===== config.mk =====
export PLATFORM = sky130hd
export DESIGN_NAME = matrix_keypad_scanner_flat
export DESIGN_NICKNAME = d
export VERILOG_FILES = /design/src/rtl/mks_pkg.sv /design/src/rtl/mks_in_if.sv /design/src/rtl/mks_out_if.sv /design/src/rtl/mks_cfg.sv /design/src/rtl/mks_core.sv /design/src/rtl/matrix_keypad_scanner.sv /design/src/flat_wrapper.sv
export SDC_FILE = /design/constraint.sdc
export NUM_CORES = 1
export LEC_CHECK = 0
export ABC_AREA = 1
export ABC_CLOCK_PERIOD_IN_PS = 2700
export BUFFER_PORTS_ARGS = -buffer_cell sky130_fd_sc_hd__buf_2
export CORE_MARGIN = 3
export CORE_UTILIZATION = 50
export CTS_CLUSTER_DIAMETER = 30
export CTS_CLUSTER_SIZE = 24
export DETAILED_ROUTE_END_ITERATION = 12
export PLACE_DENSITY = 0.69
export SLEW_MARGIN = 15
export SYNTH_ARGS = -nofsm -noshare
export SYNTH_HDL_FRONTEND = slang
export SYNTH_SLANG_ARGS = --single-unit

===== constraint.sdc =====
create_clock -name clk -period 2.7 [get_ports clk]
set_clock_uncertainty 0.05 [all_clocks]
set_input_delay 0 -clock clk [delete_from_list [all_inputs] [get_ports clk]]
set_output_delay 0 -clock clk [all_outputs]
set_load 0.005 [all_outputs]

===== src/rtl/mks_pkg.sv =====
`timescale 1ns / 1ps
// ----------------------------------------------------------------------------
// mks_pkg
// Shared types, constants and helpers of the debounced matrix keypad scanner.
// ----------------------------------------------------------------------------
package mks_pkg;

  localparam int ROWS       = 4;
  localparam int COLUMNS    = 4;
  localparam int ROW_W      = (ROWS > 1) ? $clog2(ROWS) : 1;
  localparam int COL_W      = (COLUMNS > 1) ? $clog2(COLUMNS) : 1;
  localparam int SCAN_ROWS  = (ROWS < 4) ? ROWS : 4;
  localparam int KEYS       = 16;

  localparam int CNT_W      = 20;
  localparam int CODE_W     = 8;
  localparam int LINES      = 4;

  localparam logic [CNT_W-1:0] DEBOUNCE_RESET = CNT_W'(50000);
  localparam logic [CNT_W-1:0] COUNT_MAX      = {CNT_W{1'b1}};

  localparam int ADDR_W     = 5;
  localparam int DATA_W     = 64;

  // register index, taken from paddr[4:3]
  localparam logic [1:0] REG_DEBOUNCE = 2'd0;
  localparam logic [1:0] REG_MAP_LOW  = 2'd1;
  localparam logic [1:0] REG_MAP_HIGH = 2'd2;

  typedef enum logic [1:0] {
    PH_SCAN     = 2'd0,
    PH_DEBOUNCE = 2'd1,
    PH_RELEASE  = 2'd2
  } phase_t;

  typedef struct packed {
    logic [CNT_W-1:0] debounce_ticks;
    logic [63:0]      key_map_low;
    logic [63:0]      key_map_high;
  } cfg_t;

  typedef struct packed {
    logic [LINES-1:0]  column_drive;
    logic              scan_done;
    logic              key_found;
    logic [CODE_W-1:0] key_code;
  } res_t;

  function automatic logic [LINES-1:0] drive_for(input logic [COL_W-1:0] col);
    logic [LINES-1:0] d;
    d = {LINES{1'b1}};
    for (int i = 0; i < LINES; i++) begin
      if (int'(col) == i) begin
        d[i] = 1'b0;
      end
    end
    return d;
  endfunction

  function automatic logic row_low(input logic [LINES-1:0] rows,
                                   input logic [ROW_W-1:0] r);
    logic low;
    low = 1'b0;
    for (int i = 0; i < SCAN_ROWS; i++) begin
      if (int'(r) == i) begin
        low = !rows[i];
      end
    end
    return low;
  endfunction

  function automatic logic [CODE_W-1:0] code_of(input logic [ROW_W-1:0] row,
                                                input logic [COL_W-1:0] col,
                                                input logic [63:0] map_low,
                                                input logic [63:0] map_high);
    logic [127:0]      map;
    logic [CODE_W-1:0] code;
    int                idx;
    map  = {map_high, map_low};
    idx  = int'(row) * COLUMNS + int'(col);
    code = '0;
    for (int k = 0; k < KEYS; k++) begin
      if (idx == k) begin
        code = map[CODE_W*k +: CODE_W];
      end
    end
    return code;
  endfunction

endpackage


===== src/rtl/mks_in_if.sv =====
`timescale 1ns / 1ps
// ----------------------------------------------------------------------------
// mks_in_if
// Input channel: one item carries the sampled row levels.
// ----------------------------------------------------------------------------
interface mks_in_if;
  logic                    valid;
  logic                    ready;
  logic [mks_pkg::LINES-1:0] row_levels;

  modport source (output valid, output row_levels, input ready);
  modport sink   (input valid, input row_levels, output ready);
endinterface


===== src/rtl/mks_out_if.sv =====
`timescale 1ns / 1ps
// ----------------------------------------------------------------------------
// mks_out_if
// Result channel: column drive and end-of-pass report.
// ----------------------------------------------------------------------------
interface mks_out_if;
  logic                       valid;
  logic                       ready;
  logic [mks_pkg::LINES-1:0]  column_drive;
  logic                       scan_done;
  logic                       key_found;
  logic [mks_pkg::CODE_W-1:0] key_code;

  modport source (output valid, output column_drive, output scan_done,
                  output key_found, output key_code, input ready);
  modport sink   (input valid, input column_drive, input scan_done,
                  input key_found, input key_code, output ready);
endinterface


===== src/rtl/mks_cfg.sv =====
`timescale 1ns / 1ps
// ----------------------------------------------------------------------------
// mks_cfg
// APB register file: debounce time and the two halves of the key map.
// ----------------------------------------------------------------------------
module mks_cfg (
  input  logic                        clk,
  input  logic                        rst_n,
  input  logic                        psel,
  input  logic                        penable,
  input  logic                        pwrite,
  input  logic [mks_pkg::ADDR_W-1:0]  paddr,
  input  logic [mks_pkg::DATA_W-1:0]  pwdata,
  output logic [mks_pkg::DATA_W-1:0]  prdata,
  output logic                        pready,
  output mks_pkg::cfg_t               cfg
);

  mks_pkg::cfg_t cfg_r;
  logic          wr_en;
  logic [1:0]    reg_idx;

  assign pready  = 1'b1;
  assign reg_idx = paddr[4:3];
  assign wr_en   = psel && penable && pwrite;

  always_ff @(posedge clk) begin
    if (!rst_n) begin
      cfg_r.debounce_ticks <= mks_pkg::DEBOUNCE_RESET;
      cfg_r.key_map_low    <= '0;
      cfg_r.key_map_high   <= '0;
    end else if (wr_en) begin
      case (reg_idx)
        mks_pkg::REG_DEBOUNCE: cfg_r.debounce_ticks <= pwdata[mks_pkg::CNT_W-1:0];
        mks_pkg::REG_MAP_LOW:  cfg_r.key_map_low    <= pwdata;
        mks_pkg::REG_MAP_HIGH: cfg_r.key_map_high   <= pwdata;
        default: ;
      endcase
    end
  end

  always_comb begin
    case (reg_idx)
      mks_pkg::REG_DEBOUNCE: prdata = {{(mks_pkg::DATA_W-mks_pkg::CNT_W){1'b0}},
                                       cfg_r.debounce_ticks};
      mks_pkg::REG_MAP_LOW:  prdata = cfg_r.key_map_low;
      mks_pkg::REG_MAP_HIGH: prdata = cfg_r.key_map_high;
      default:               prdata = '0;
    endcase
  end

  assign cfg = cfg_r;

endmodule


===== src/rtl/mks_core.sv =====
`timescale 1ns / 1ps
// ----------------------------------------------------------------------------
// mks_core
// Scan state and the one-tick update: row pick, debounce count, key record,
// release wait and column advance.
// ----------------------------------------------------------------------------
module mks_core (
  input  logic                       clk,
  input  logic                       rst_n,
  input  logic                       step,
  input  logic [mks_pkg::LINES-1:0]  row_levels,
  input  mks_pkg::cfg_t              cfg,
  output mks_pkg::res_t              res
);

  logic [mks_pkg::COL_W-1:0]  column_r,    column_nxt;
  mks_pkg::phase_t            phase_r,     phase_nxt;
  logic [mks_pkg::CNT_W-1:0]  count_r,     count_nxt;
  logic [mks_pkg::ROW_W-1:0]  row_r,       row_nxt;
  logic                       found_r,     found_nxt;
  logic [mks_pkg::CODE_W-1:0] code_r,      code_nxt;
  logic                       advance;
  logic                       hit;
  logic [mks_pkg::ROW_W-1:0]  hit_row;

  // lowest low row
  always_comb begin
    hit     = 1'b0;
    hit_row = '0;
    for (int r = mks_pkg::SCAN_ROWS - 1; r >= 0; r--) begin
      if (!row_levels[r]) begin
        hit     = 1'b1;
        hit_row = mks_pkg::ROW_W'(r);
      end
    end
  end

  always_comb begin
    column_nxt = column_r;
    phase_nxt  = phase_r;
    count_nxt  = count_r;
    row_nxt    = row_r;
    found_nxt  = found_r;
    code_nxt   = code_r;
    advance    = 1'b0;
    res        = '0;

    case (phase_r)
      mks_pkg::PH_DEBOUNCE: begin
        if (count_r < cfg.debounce_ticks) begin
          if (count_r != mks_pkg::COUNT_MAX) begin
            count_nxt = count_r + 1'b1;
          end
        end else if (mks_pkg::row_low(row_levels, row_r)) begin
          found_nxt = 1'b1;
          code_nxt  = mks_pkg::code_of(row_r, column_r,
                                       cfg.key_map_low, cfg.key_map_high);
          phase_nxt = mks_pkg::PH_RELEASE;
        end else begin
          advance = 1'b1;
        end
      end
      mks_pkg::PH_RELEASE: begin
        advance = !mks_pkg::row_low(row_levels, row_r);
      end
      default: begin
        if (hit) begin
          row_nxt   = hit_row;
          count_nxt = '0;
          phase_nxt = mks_pkg::PH_DEBOUNCE;
        end else begin
          advance = 1'b1;
        end
      end
    endcase

    if (advance) begin
      phase_nxt = mks_pkg::PH_SCAN;
      if (int'(column_r) + 1 >= mks_pkg::COLUMNS) begin
        res.scan_done = 1'b1;
        res.key_found = found_r;
        res.key_code  = found_r ? code_r : '0;
        found_nxt     = 1'b0;
        code_nxt      = '0;
        column_nxt    = '0;
      end else begin
        column_nxt = column_r + 1'b1;
      end
    end

    res.column_drive = mks_pkg::drive_for(column_nxt);
  end

  always_ff @(posedge clk) begin
    if (!rst_n) begin
      column_r <= '0;
      phase_r  <= mks_pkg::PH_SCAN;
      count_r  <= '0;
      row_r    <= '0;
      found_r  <= 1'b0;
      code_r   <= '0;
    end else if (step) begin
      column_r <= column_nxt;
      phase_r  <= phase_nxt;
      count_r  <= count_nxt;
      row_r    <= row_nxt;
      found_r  <= found_nxt;
      code_r   <= code_nxt;
    end
  end

  a_release_no_debounce: assert property (@(posedge clk) disable iff (!rst_n)
    step && phase_r == mks_pkg::PH_RELEASE |=> phase_r != mks_pkg::PH_DEBOUNCE)
    else $error("release phase went straight to debounce");

  a_done_clears_found: assert property (@(posedge clk) disable iff (!rst_n)
    step && res.scan_done |=> !found_r && code_r == '0 && column_r == '0)
    else $error("pass end did not clear the recorded key");

  a_hold_without_item: assert property (@(posedge clk) disable iff (!rst_n)
    !step |=> $stable(column_r) && $stable(phase_r) && $stable(count_r))
    else $error("scan state moved without an item");

endmodule


===== src/rtl/matrix_keypad_scanner.sv =====
`timescale 1ns / 1ps
// ----------------------------------------------------------------------------
// matrix_keypad_scanner
// Debounced 4x4 matrix keypad scanner with APB configuration.
// ----------------------------------------------------------------------------
// Each input item is one sampling tick of the row pins, taken under the column
// drive of the previous result (column 0 low after reset). Every item gives
// exactly one result: the column drive for the next tick and, at the end of a
// pass over all columns, the found flag and last recorded key code. The scan
// state updates in the cycle the item is accepted and the result lands in a
// single output register, so a new item is accepted every cycle while that
// register is empty or being drained.
// Registers: debounce_ticks at 0x00, key_map_low at 0x08, key_map_high at 0x10.
// ----------------------------------------------------------------------------
module matrix_keypad_scanner (
  input  logic                        clk,
  input  logic                        rst_n,
  mks_in_if.sink                      in_if,
  mks_out_if.source                   out_if,
  input  logic                        cfg_psel,
  input  logic                        cfg_penable,
  input  logic                        cfg_pwrite,
  input  logic [mks_pkg::ADDR_W-1:0]  cfg_paddr,
  input  logic [mks_pkg::DATA_W-1:0]  cfg_pwdata,
  output logic [mks_pkg::DATA_W-1:0]  cfg_prdata,
  output logic                        cfg_pready
);

  mks_pkg::cfg_t cfg;
  mks_pkg::res_t res;
  mks_pkg::res_t out_res_r;
  logic          out_valid_r;
  logic          step;

  mks_cfg u_cfg (
    .clk     (clk),
    .rst_n   (rst_n),
    .psel    (cfg_psel),
    .penable (cfg_penable),
    .pwrite  (cfg_pwrite),
    .paddr   (cfg_paddr),
    .pwdata  (cfg_pwdata),
    .prdata  (cfg_prdata),
    .pready  (cfg_pready),
    .cfg     (cfg)
  );

  mks_core u_core (
    .clk        (clk),
    .rst_n      (rst_n),
    .step       (step),
    .row_levels (in_if.row_levels),
    .cfg        (cfg),
    .res        (res)
  );

  assign in_if.ready = !out_valid_r || out_if.ready;
  assign step        = in_if.valid && in_if.ready;

  always_ff @(posedge clk) begin
    if (!rst_n) begin
      out_valid_r <= 1'b0;
    end else if (step) begin
      out_valid_r <= 1'b1;
    end else if (out_if.ready) begin
      out_valid_r <= 1'b0;
    end
  end

  always_ff @(posedge clk) begin
    if (step) begin
      out_res_r <= res;
    end
  end

  assign out_if.valid        = out_valid_r;
  assign out_if.column_drive = out_res_r.column_drive;
  assign out_if.scan_done    = out_res_r.scan_done;
  assign out_if.key_found    = out_res_r.key_found;
  assign out_if.key_code     = out_res_r.key_code;

endmodule


===== src/flat_wrapper.sv =====
// flat-port wrapper written by rule: the top's interface ports become plain ports
module matrix_keypad_scanner_flat 
  (clk, rst_n, cfg_psel, cfg_penable, cfg_pwrite, cfg_paddr, cfg_pwdata, cfg_prdata, cfg_pready, in_if_valid, in_if_row_levels, in_if_ready, out_if_valid, out_if_column_drive, out_if_scan_done, out_if_key_found, out_if_key_code, out_if_ready);
  mks_in_if in_if_i ();
  mks_out_if out_if_i ();
  input  logic clk;
  input  logic rst_n;
  input  logic cfg_psel;
  input  logic cfg_penable;
  input  logic cfg_pwrite;
  input  logic [mks_pkg::ADDR_W-1:0] cfg_paddr;
  input  logic [mks_pkg::DATA_W-1:0] cfg_pwdata;
  output logic [mks_pkg::DATA_W-1:0] cfg_prdata;
  output logic cfg_pready;
  input wire logic [$bits(in_if_i.valid)-1:0] in_if_valid;
  input wire logic [$bits(in_if_i.row_levels)-1:0] in_if_row_levels;
  output wire logic [$bits(in_if_i.ready)-1:0] in_if_ready;
  output wire logic [$bits(out_if_i.valid)-1:0] out_if_valid;
  output wire logic [$bits(out_if_i.column_drive)-1:0] out_if_column_drive;
  output wire logic [$bits(out_if_i.scan_done)-1:0] out_if_scan_done;
  output wire logic [$bits(out_if_i.key_found)-1:0] out_if_key_found;
  output wire logic [$bits(out_if_i.key_code)-1:0] out_if_key_code;
  input wire logic [$bits(out_if_i.ready)-1:0] out_if_ready;
  assign in_if_i.valid = in_if_valid;
  assign in_if_i.row_levels = in_if_row_levels;
  assign in_if_ready = in_if_i.ready;
  assign out_if_valid = out_if_i.valid;
  assign out_if_column_drive = out_if_i.column_drive;
  assign out_if_scan_done = out_if_i.scan_done;
  assign out_if_key_found = out_if_i.key_found;
  assign out_if_key_code = out_if_i.key_code;
  assign out_if_i.ready = out_if_ready;
  matrix_keypad_scanner u_core (.clk(clk), .rst_n(rst_n), .in_if(in_if_i), .out_if(out_if_i), .cfg_psel(cfg_psel), .cfg_penable(cfg_penable), .cfg_pwrite(cfg_pwrite), .cfg_paddr(cfg_paddr), .cfg_pwdata(cfg_pwdata), .cfg_prdata(cfg_prdata), .cfg_pready(cfg_pready));
endmodule

==> results.py, run 1 <==
metrics = {
    "outcome": {
        "outcome": "finished clean",
    },
    "power_and_ir_drop": {
        "combPwrFrac": 0.151,
        "power.density_nw_per_um2": 544.7,
        "power.internal_uw": 5019,
        "pwr-share-seq": 0.445,
        "netSwitchingFraction": 0.2771,
        "power_uw": 6943,
        "pwr-share-clk": 0.404,
        "switchingPower_uw": 1924,
        "power_leakage_uw": 0.005517,
        "vdd_drop_max_uv": 454.1,
    },
    "clock_network": {
        "root_buffer": "clkbuf_16",
        "cts_buffers": 17,
        "clk_latency_ns": 0.44,
        "cts_max_path_buffers": 2,
        "htreeDepth": 4,
        "cts.sink_count": 198,
        "clk_pin_slew_ns": 0.07,
        "cts_tree": "yes",
    },
    "worst_hold_path": {
        "hp-class": "in -> reg",
    },
    "routing": {
        "drtPass1Iterations": 5,
        "routedWlPerCell_microns": 16.57,
        "vias_per_cell": 5.398,
        "vias": 10715,
        "route.detailed.drc": 0,
        "ant_nets": 0,
        "drt_wl_total_microns": 32900,
        "drt_iter0_drc": 1103,
    },
    "setup_path": {
        "crit_family": "simple AND/OR/NAND/NOR gates",
        "cp-end-kind": "register",
        "crit_buf_inv": 1,
        "worstPathArrival_ns": 2.80,
        "crit_type": "reg -> reg",
        "cp_slowest_cell": "dfxtp_1",
        "required_ns": 2.99,
        "critPathMaxFanout": 6,
        "max_stage_delay_ns": 0.31,
        "cp-start-kind": "register",
        "crit_chain": "inv_1, ha_1, a21oi_1, nor2_1, a211oi_1, o21ai_1, nand2_1, nand3_2, nand2_2, nand3_4, nor2_2, nand3_2, nor3_1, and2_1, nor2_1",
    },
    "floorplan": {
        "initial_core_util": 0.5138,
        "design.die.area_sq_um": 21870,
        "die_h_microns": 147.9,
        "rows": 51,
        "design.core.area_sq_um": 19590,
        "pin_count": 161,
        "die_w_microns": 147.9,
    },
    "yosys": {
        "synth_edf_count": 14,
        "yosysTopAreaCell": "dfxtp_1",
        "synth_flop_cell": "dfxtp_1",
        "ys_warn_count": 0,
        "ys_types": 41,
        "syn-num-nets": 1588,
        "synth_top_area_frac": 0.3660,
        "avgSynthCellArea_sq_um": 6.791,
        "synth_cells": 1482,
        "synth_seq_area_share": 0.4078,
        "ys_seq_elements": 198,
        "synth_area_leaders": "dfxtp_1, nand2_1, o21ai_0",
        "synthArstFlopShare": 0,
        "synth_area_sq_um": 10060,
    },
    "cells_and_area": {
        "antenna_cells": 0,
        "layout-drive-gt1-share": 0.1849,
        "fill_cells": 1775,
        "multi_input_area_sq_um": 5072,
        "nets": 1813,
        "final_area_sq_um": 12750,
        "stdcell_count": 1985,
        "area.growth.synth_to_final_pct": 26.65,
        "ff_latch_area_sq_um": 4106,
    },
    "timing": {
        "finalMaxSlewViolations": 0,
        "period_needed_ns": 2.512,
        "max_slew_margin": 0.2170,
        "fmax_mhz": 398.1,
        "final-setup-viol-count": 0,
        "final_hold_viol_count": 0,
        "final_min_period_over_clock_period": 0.9304,
        "holdWs_ns": 0.06156,
        "worstMarginPinSlew_ns": 1.170,
    },
    "grt": {
        "antenna_found_initial": 0,
        "grt_pass1_vias": 9767,
        "grt_start_max_net_pins": 77,
        "grt_use_total": 0.2958,
        "grt_pass1_wl_microns": 51910,
        "grt-ovfl-total": 0,
    },
    "placement": {
        "place.gp.congestion": 0.9380,
        "placed_cell_area_sq_um": 11320,
        "place_inst": 1881,
        "dp_hpwl_microns": 22800,
        "io_buffers": 156,
    },
    "run": {
        "cap_violations": 0,
    },
}
==> logic make-up (layout without fill, tap and decap cells) <==
group           Yosys count  count (layout)  synth area share
compound gates          419             419            0.2207
xor+xnor                  4               4          0.003481
fa+ha+maj                26              26           0.03232
buf+inv                 252             490           0.09523
flops                   198             198            0.4078
other cells               1               1         0.0003726
simple gates            582             582            0.2402
==> through the flow <==
| stage | setup slack, ns | utilization | setup TNS [ns] |
|---|---|---|---|
| global placement | 0.1492 | 0.5778 | 0 |
| detailed placement | 0.1053 | 0.5778 | 0 |
| CTS | 0.07245 | 0.6457 | 0 |
| floorplan | 0.4223 | - | 0 |
| finish | 0.1880 | 0.6507 | 0 |
| global route | -0.005055 | 0.6507 | -0.005055 |
==> cells in the final DEF (no fill, tap or decap), types with 3 or more instances in the layout <==
cell type | synthesis | layout
nand3_2 | 3 | 4
edfxtp_1 | 14 | 14
o21ai_0 | 190 | 188
a211oi_1 | 3 | 3
o21ai_1 | 22 | 24
buf_2 | 6 | 155
inv_6 | 0 | 5
nand4_1 | 17 | 17
nand3_1 | 58 | 56
clkbuf_16 | 0 | 17
clkinv_1 | 3 | 3
inv_1 | 136 | 133
o221ai_1 | 7 | 7
nor3_2 | 3 | 3
dfxtp_1 | 184 | 182
nor2_2 | 6 | 9
ha_1 | 26 | 23
buf_12 | 0 | 3
nand2_2 | 2 | 3
nor3_1 | 11 | 11
o22ai_1 | 11 | 11
buf_4 | 1 | 54
a21oi_1 | 157 | 157
nor2_4 | 3 | 5
nand2_1 | 284 | 283
bufinv_16 | 0 | 4
clkinv_2 | 1 | 3
inv_2 | 37 | 40
nor2_1 | 190 | 185
o211ai_1 | 21 | 21
dlygate4sd3_1 | 0 | 69
==> tightest hold or removal path, stage by stage <==
cell,delay (ns)
buf_2,0.07
nand2_1,0.09
buf_4,0.21
a21oi_1,0.13
==> timing repair <==
action	in CTS	in global routing
endpoints found under the hold margin	164	0
endpoints found under the setup margin	0	34
gates resized for setup	0	18
hold buffers	69	0
setup buffers	0	3
==> layout make-up <==
| cell class | count | area share |
|---|---|---|
| inverter | 177 | 0.05222 |
| clock buffer | 17 | 0.03337 |
| clock inverter | 15 | 0.01678 |
| sequential | 198 | 0.3221 |
| tap | 265 | 0.02601 |
| multi-input combinational | 1032 | 0.3979 |
| timing repair buffer | 281 | 0.1516 |
==> power groups by stage <==
| stage | Sequential (uW) | Combinational [uW] | Clock (uW) |
|---|---|---|---|
| after global placement | 3150 | 902 | 0 |
| final | 3090 | 1050 | 2810 |
| after CTS | 3080 | 996 | 2820 |
| after global routing | 3090 | 1160 | 2930 |
| after detailed placement | 3150 | 912 | 0 |
| after floorplan | 3140 | 549 | 0 |
==> Yosys cell counts, types with 6 or more instances <==
master    count
inv_1       136
a21oi_1     157
inv_2        37
nand3_1      58
o22ai_1      11
o21ai_0     190
buf_2         6
nor2_1      190
clkbuf_1     67
ha_1         26
edfxtp_1     14
nand2_1     284
nor3_1       11
o221ai_1      7
o21ai_1      22
o211ai_1     21
nand4_1      17
dfxtp_1     184
nor2_2        6
==> layer usage <==
metal / part of all wire / track usage / up-vias
li1: - / - / 5312
met1: 0.43 / 0.4234 / 4877
met2: 0.46 / 0.4726 / 477
met3: 0.091 / 0.04323 / 49
met4: 0.019 / 0.07483 / 0
met5: 0 / 0 / -
==> worst paths after layout <==
check / slack (ns) / endpoint / cells past startpoint / from
max: 0.19 / u_core.u_core.count_r[17] / 15 / u_core.u_cfg.cfg[137]
min: 0.06 / u_core.out_if.valid / 4 / in_if_valid
min reg2reg: 0.42 / u_core.u_cfg.cfg[58] / 2 / u_core.u_cfg.cfg[58]
max reg2reg: 0.19 / u_core.u_core.count_r[17] / 15 / u_core.u_cfg.cfg[137]
==> state kept, by name, indices dropped and copies added (netlist names) <==
| register | flops |
|---|---|
| u_core.out_if.scan_done | 1 |
| u_core.u_core.code_r | 8 |
| u_core.out_if.key_found | 1 |
| u_core.u_core.phase_r | 2 |
| u_core.u_core.row_r | 2 |
| u_core.u_core.count_r | 20 |
| u_core.u_core.found_r | 1 |
| u_core.u_cfg.cfg | 148 |
| u_core.out_if.key_code | 8 |
| u_core.out_if.valid | 1 |
| u_core.u_core.column_r | 2 |
| u_core.out_if.column_drive | 4 |
Power figures use the tool's default switching activity.
==> run 2, diff against run 1 <==
--- a/config.mk
+++ b/config.mk
@@ -7,13 +7,13 @@
 export LEC_CHECK = 0
 export ABC_AREA = 1
 export ABC_CLOCK_PERIOD_IN_PS = 2700
-export BUFFER_PORTS_ARGS = -buffer_cell sky130_fd_sc_hd__buf_2
 export CORE_MARGIN = 3
 export CORE_UTILIZATION = 50
 export CTS_CLUSTER_DIAMETER = 30
 export CTS_CLUSTER_SIZE = 24
 export DETAILED_ROUTE_END_ITERATION = 12
-export PLACE_DENSITY = 0.69
+export DONT_BUFFER_PORTS = 1
+export PLACE_DENSITY = 0.62
 export SLEW_MARGIN = 15
 export SYNTH_ARGS = -nofsm -noshare
 export SYNTH_HDL_FRONTEND = slang
==> run 2 against run 1 <==
  * Die area unchanged
  * Sequential power about the same
  * Combinational power down 12%
  * Maximum frequency down 0.93%
  * Register-to-register slack worse by 0.02 ns
  * Critical path type unchanged
==> results.py, run 2 (synthesized netlist as in run 1, its figures left out) <==
metrics = {
    "routing": {
        "vias": 10129,
        "route.detailed.drc": 0,
        "drt_wl_total_microns": 33110,
        "drtPass1Iterations": 5,
        "routedWlPerCell_microns": 18.10,
        "drt_iter0_drc": 916,
        "ant_nets": 0,
        "vias_per_cell": 5.538,
    },
    "setup_path": {
        "cp-start-kind": "register",
        "cp-end-kind": "register",
        "required_ns": 2.83,
        "crit_chain": "inv_1, ha_1, a21oi_2, nor2_1, a211oi_1, o21ai_1, nand2_1, nand3_2, nand3_1, nand3_1, nand2_2, inv_2, o21ai_1, nand2_1",
        "critPathMaxFanout": 6,
        "cp_slowest_cell": "ha_1",
        "crit_buf_inv": 2,
        "crit_type": "reg -> reg",
        "max_stage_delay_ns": 0.33,
        "worstPathArrival_ns": 2.66,
        "crit_family": "compound AO/OA/AOI/OAI gates",
    },
    "placement": {
        "pre_cts_ws_ns": 0.09607,
        "place.gp.congestion": 1.001,
        "dp_hpwl_microns": 23260,
        "placed_cell_area_sq_um": 10460,
        "io_buffers": 0,
    },
    "cells_and_area": {
        "final_area_sq_um": 11950,
        "antenna_cells": 0,
        "largest_reg_flops": 148,
        "nets": 1657,
        "mostFrequentLayoutCells": "nand2_1, o21ai_0, nor2_1",
        "final_common_cell": "nand2_1",
        "area.growth.synth_to_final_pct": 18.77,
        "layout-drive-gt1-share": 0.09974,
        "fill_cells": 1890,
    },
    "timing": {
        "max_slew_margin": 0.2885,
        "fmax_mhz": 394.4,
        "final-setup-viol-count": 0,
        "setup_ws_ns": 0.1644,
        "final_min_period_over_clock_period": 0.9391,
        "finalMaxSlewViolations": 0,
        "worstMarginPinSlew_ns": 1.063,
        "period_needed_ns": 2.536,
        "grt_setup_unrepaired": "true",
        "final_hold_viol_count": 0,
    },
    "clock_network": {
        "cts_buffers": 17,
        "cts.sink_count": 198,
        "htreeDepth": 4,
        "cts_max_path_buffers": 2,
        "clk_latency_ns": 0.44,
        "root_buffer": "clkbuf_16",
        "cts_tree": "yes",
        "clk_pin_slew_ns": 0.08,
    },
    "floorplan": {
        "die_h_microns": 147.9,
        "pin_count": 161,
        "design.core.area_sq_um": 19590,
        "die_w_microns": 147.9,
        "design.die.area_sq_um": 21870,
        "initial_core_util": 0.5138,
        "rows": 51,
    },
    "power_and_ir_drop": {
        "power_leakage_uw": 0.004766,
        "vdd_drop_max_uv": 479.3,
        "power_uw": 6647,
        "power.density_nw_per_um2": 556.0,
    },
    "grt": {
        "antenna_found_initial": 1,
        "grt_use_total": 0.2991,
        "grt-ovfl-total": 0,
        "grt_start_max_net_pins": 148,
        "grt_pass1_vias": 9332,
        "grt_pass1_wl_microns": 51880,
    },
    "outcome": {
        "outcome": "finished clean",
    },
    "worst_hold_path": {
        "hp-class": "in -> reg",
    },
    "run": {
        "cap_violations": 0,
    },
}
[run 2: layout make-up]
cell class	count	area, sq um	share of cell area
clock buffers	17	425.4	0.03559
clock inverters	15	181.4	0.01518
inverters	177	665.6	0.05568
multi-input cells	1032	5076	0.4246
flip-flops and latches	198	4106	0.3435
well taps	265	331.6	0.02774
repair buffers	125	1167	0.09766
[run 2: path summary, 6_finish.rpt]
path                         startpoint  slack [ns]                       endpoint  cells past startpoint
hold / removal             cfg_paddr[3]        0.05          u_core.u_cfg.cfg[132]                      5
hold reg to reg    u_core.u_cfg.cfg[93]        0.43           u_core.u_cfg.cfg[93]                      2
setup reg to reg  u_core.u_cfg.cfg[137]        0.16  u_core.out_if.column_drive[3]                     14
setup / recovery  u_core.u_cfg.cfg[137]        0.16  u_core.out_if.column_drive[3]                     14
[run 2: through the flow]
step | setup TNS, ns | std cells | util | hold WS, ns
global placement | 0 | 1717 | 0.5341 | 0.06284
global route | -0.01515 | 1829 | 0.6102 | 0.06536
finish | 0 | 1829 | 0.6102 | 0.04793
detailed placement | 0 | 1717 | 0.5341 | 0.06382
CTS | 0 | 1827 | 0.6059 | 0.03435
floorplan | 0 | 1482 | - | 0.05160
[run 2: metal layers]
| metal | GRT usage | vias up | share of wire |
|---|---|---|---|
| met1 | 0.4088 | 4706 | 0.44 |
| li1 | - | 5012 | - |
| met4 | 0.06790 | 0 | 0.015 |
| met5 | 0 | - | 0 |
| met3 | 0.06284 | 35 | 0.081 |
| met2 | 0.4907 | 376 | 0.47 |
[run 2: where the power goes]
group	leakage [uW]	total, uW	switching, uW	internal, uW
Clock	0.000287	2630	1300	1330
Combinational	0.00285	925	598	328
Sequential	0.00163	3090	53.8	3040
Total	0.00477	6650	1950	4700
[run 2: worst reg2reg max path: stages (launching register included)]
cell,delay [ns]
dfxtp_1,0.31
inv_1,0.08
ha_1,0.33
a21oi_2,0.12
nor2_1,0.05
a211oi_1,0.16
o21ai_1,0.12
nand2_1,0.11
nand3_2,0.10
nand3_1,0.11
nand3_1,0.09
nand2_2,0.14
inv_2,0.06
o21ai_1,0.32
nand2_1,0.10
[run 2: timing repair]
action | in CTS | in global routing
hold buffers | 78 | 0
setup buffers | 0 | 2
gates resized for setup | 0 | 20
setup endpoints to repair | 0 | 35
endpoints found under the hold margin | 182 | 0
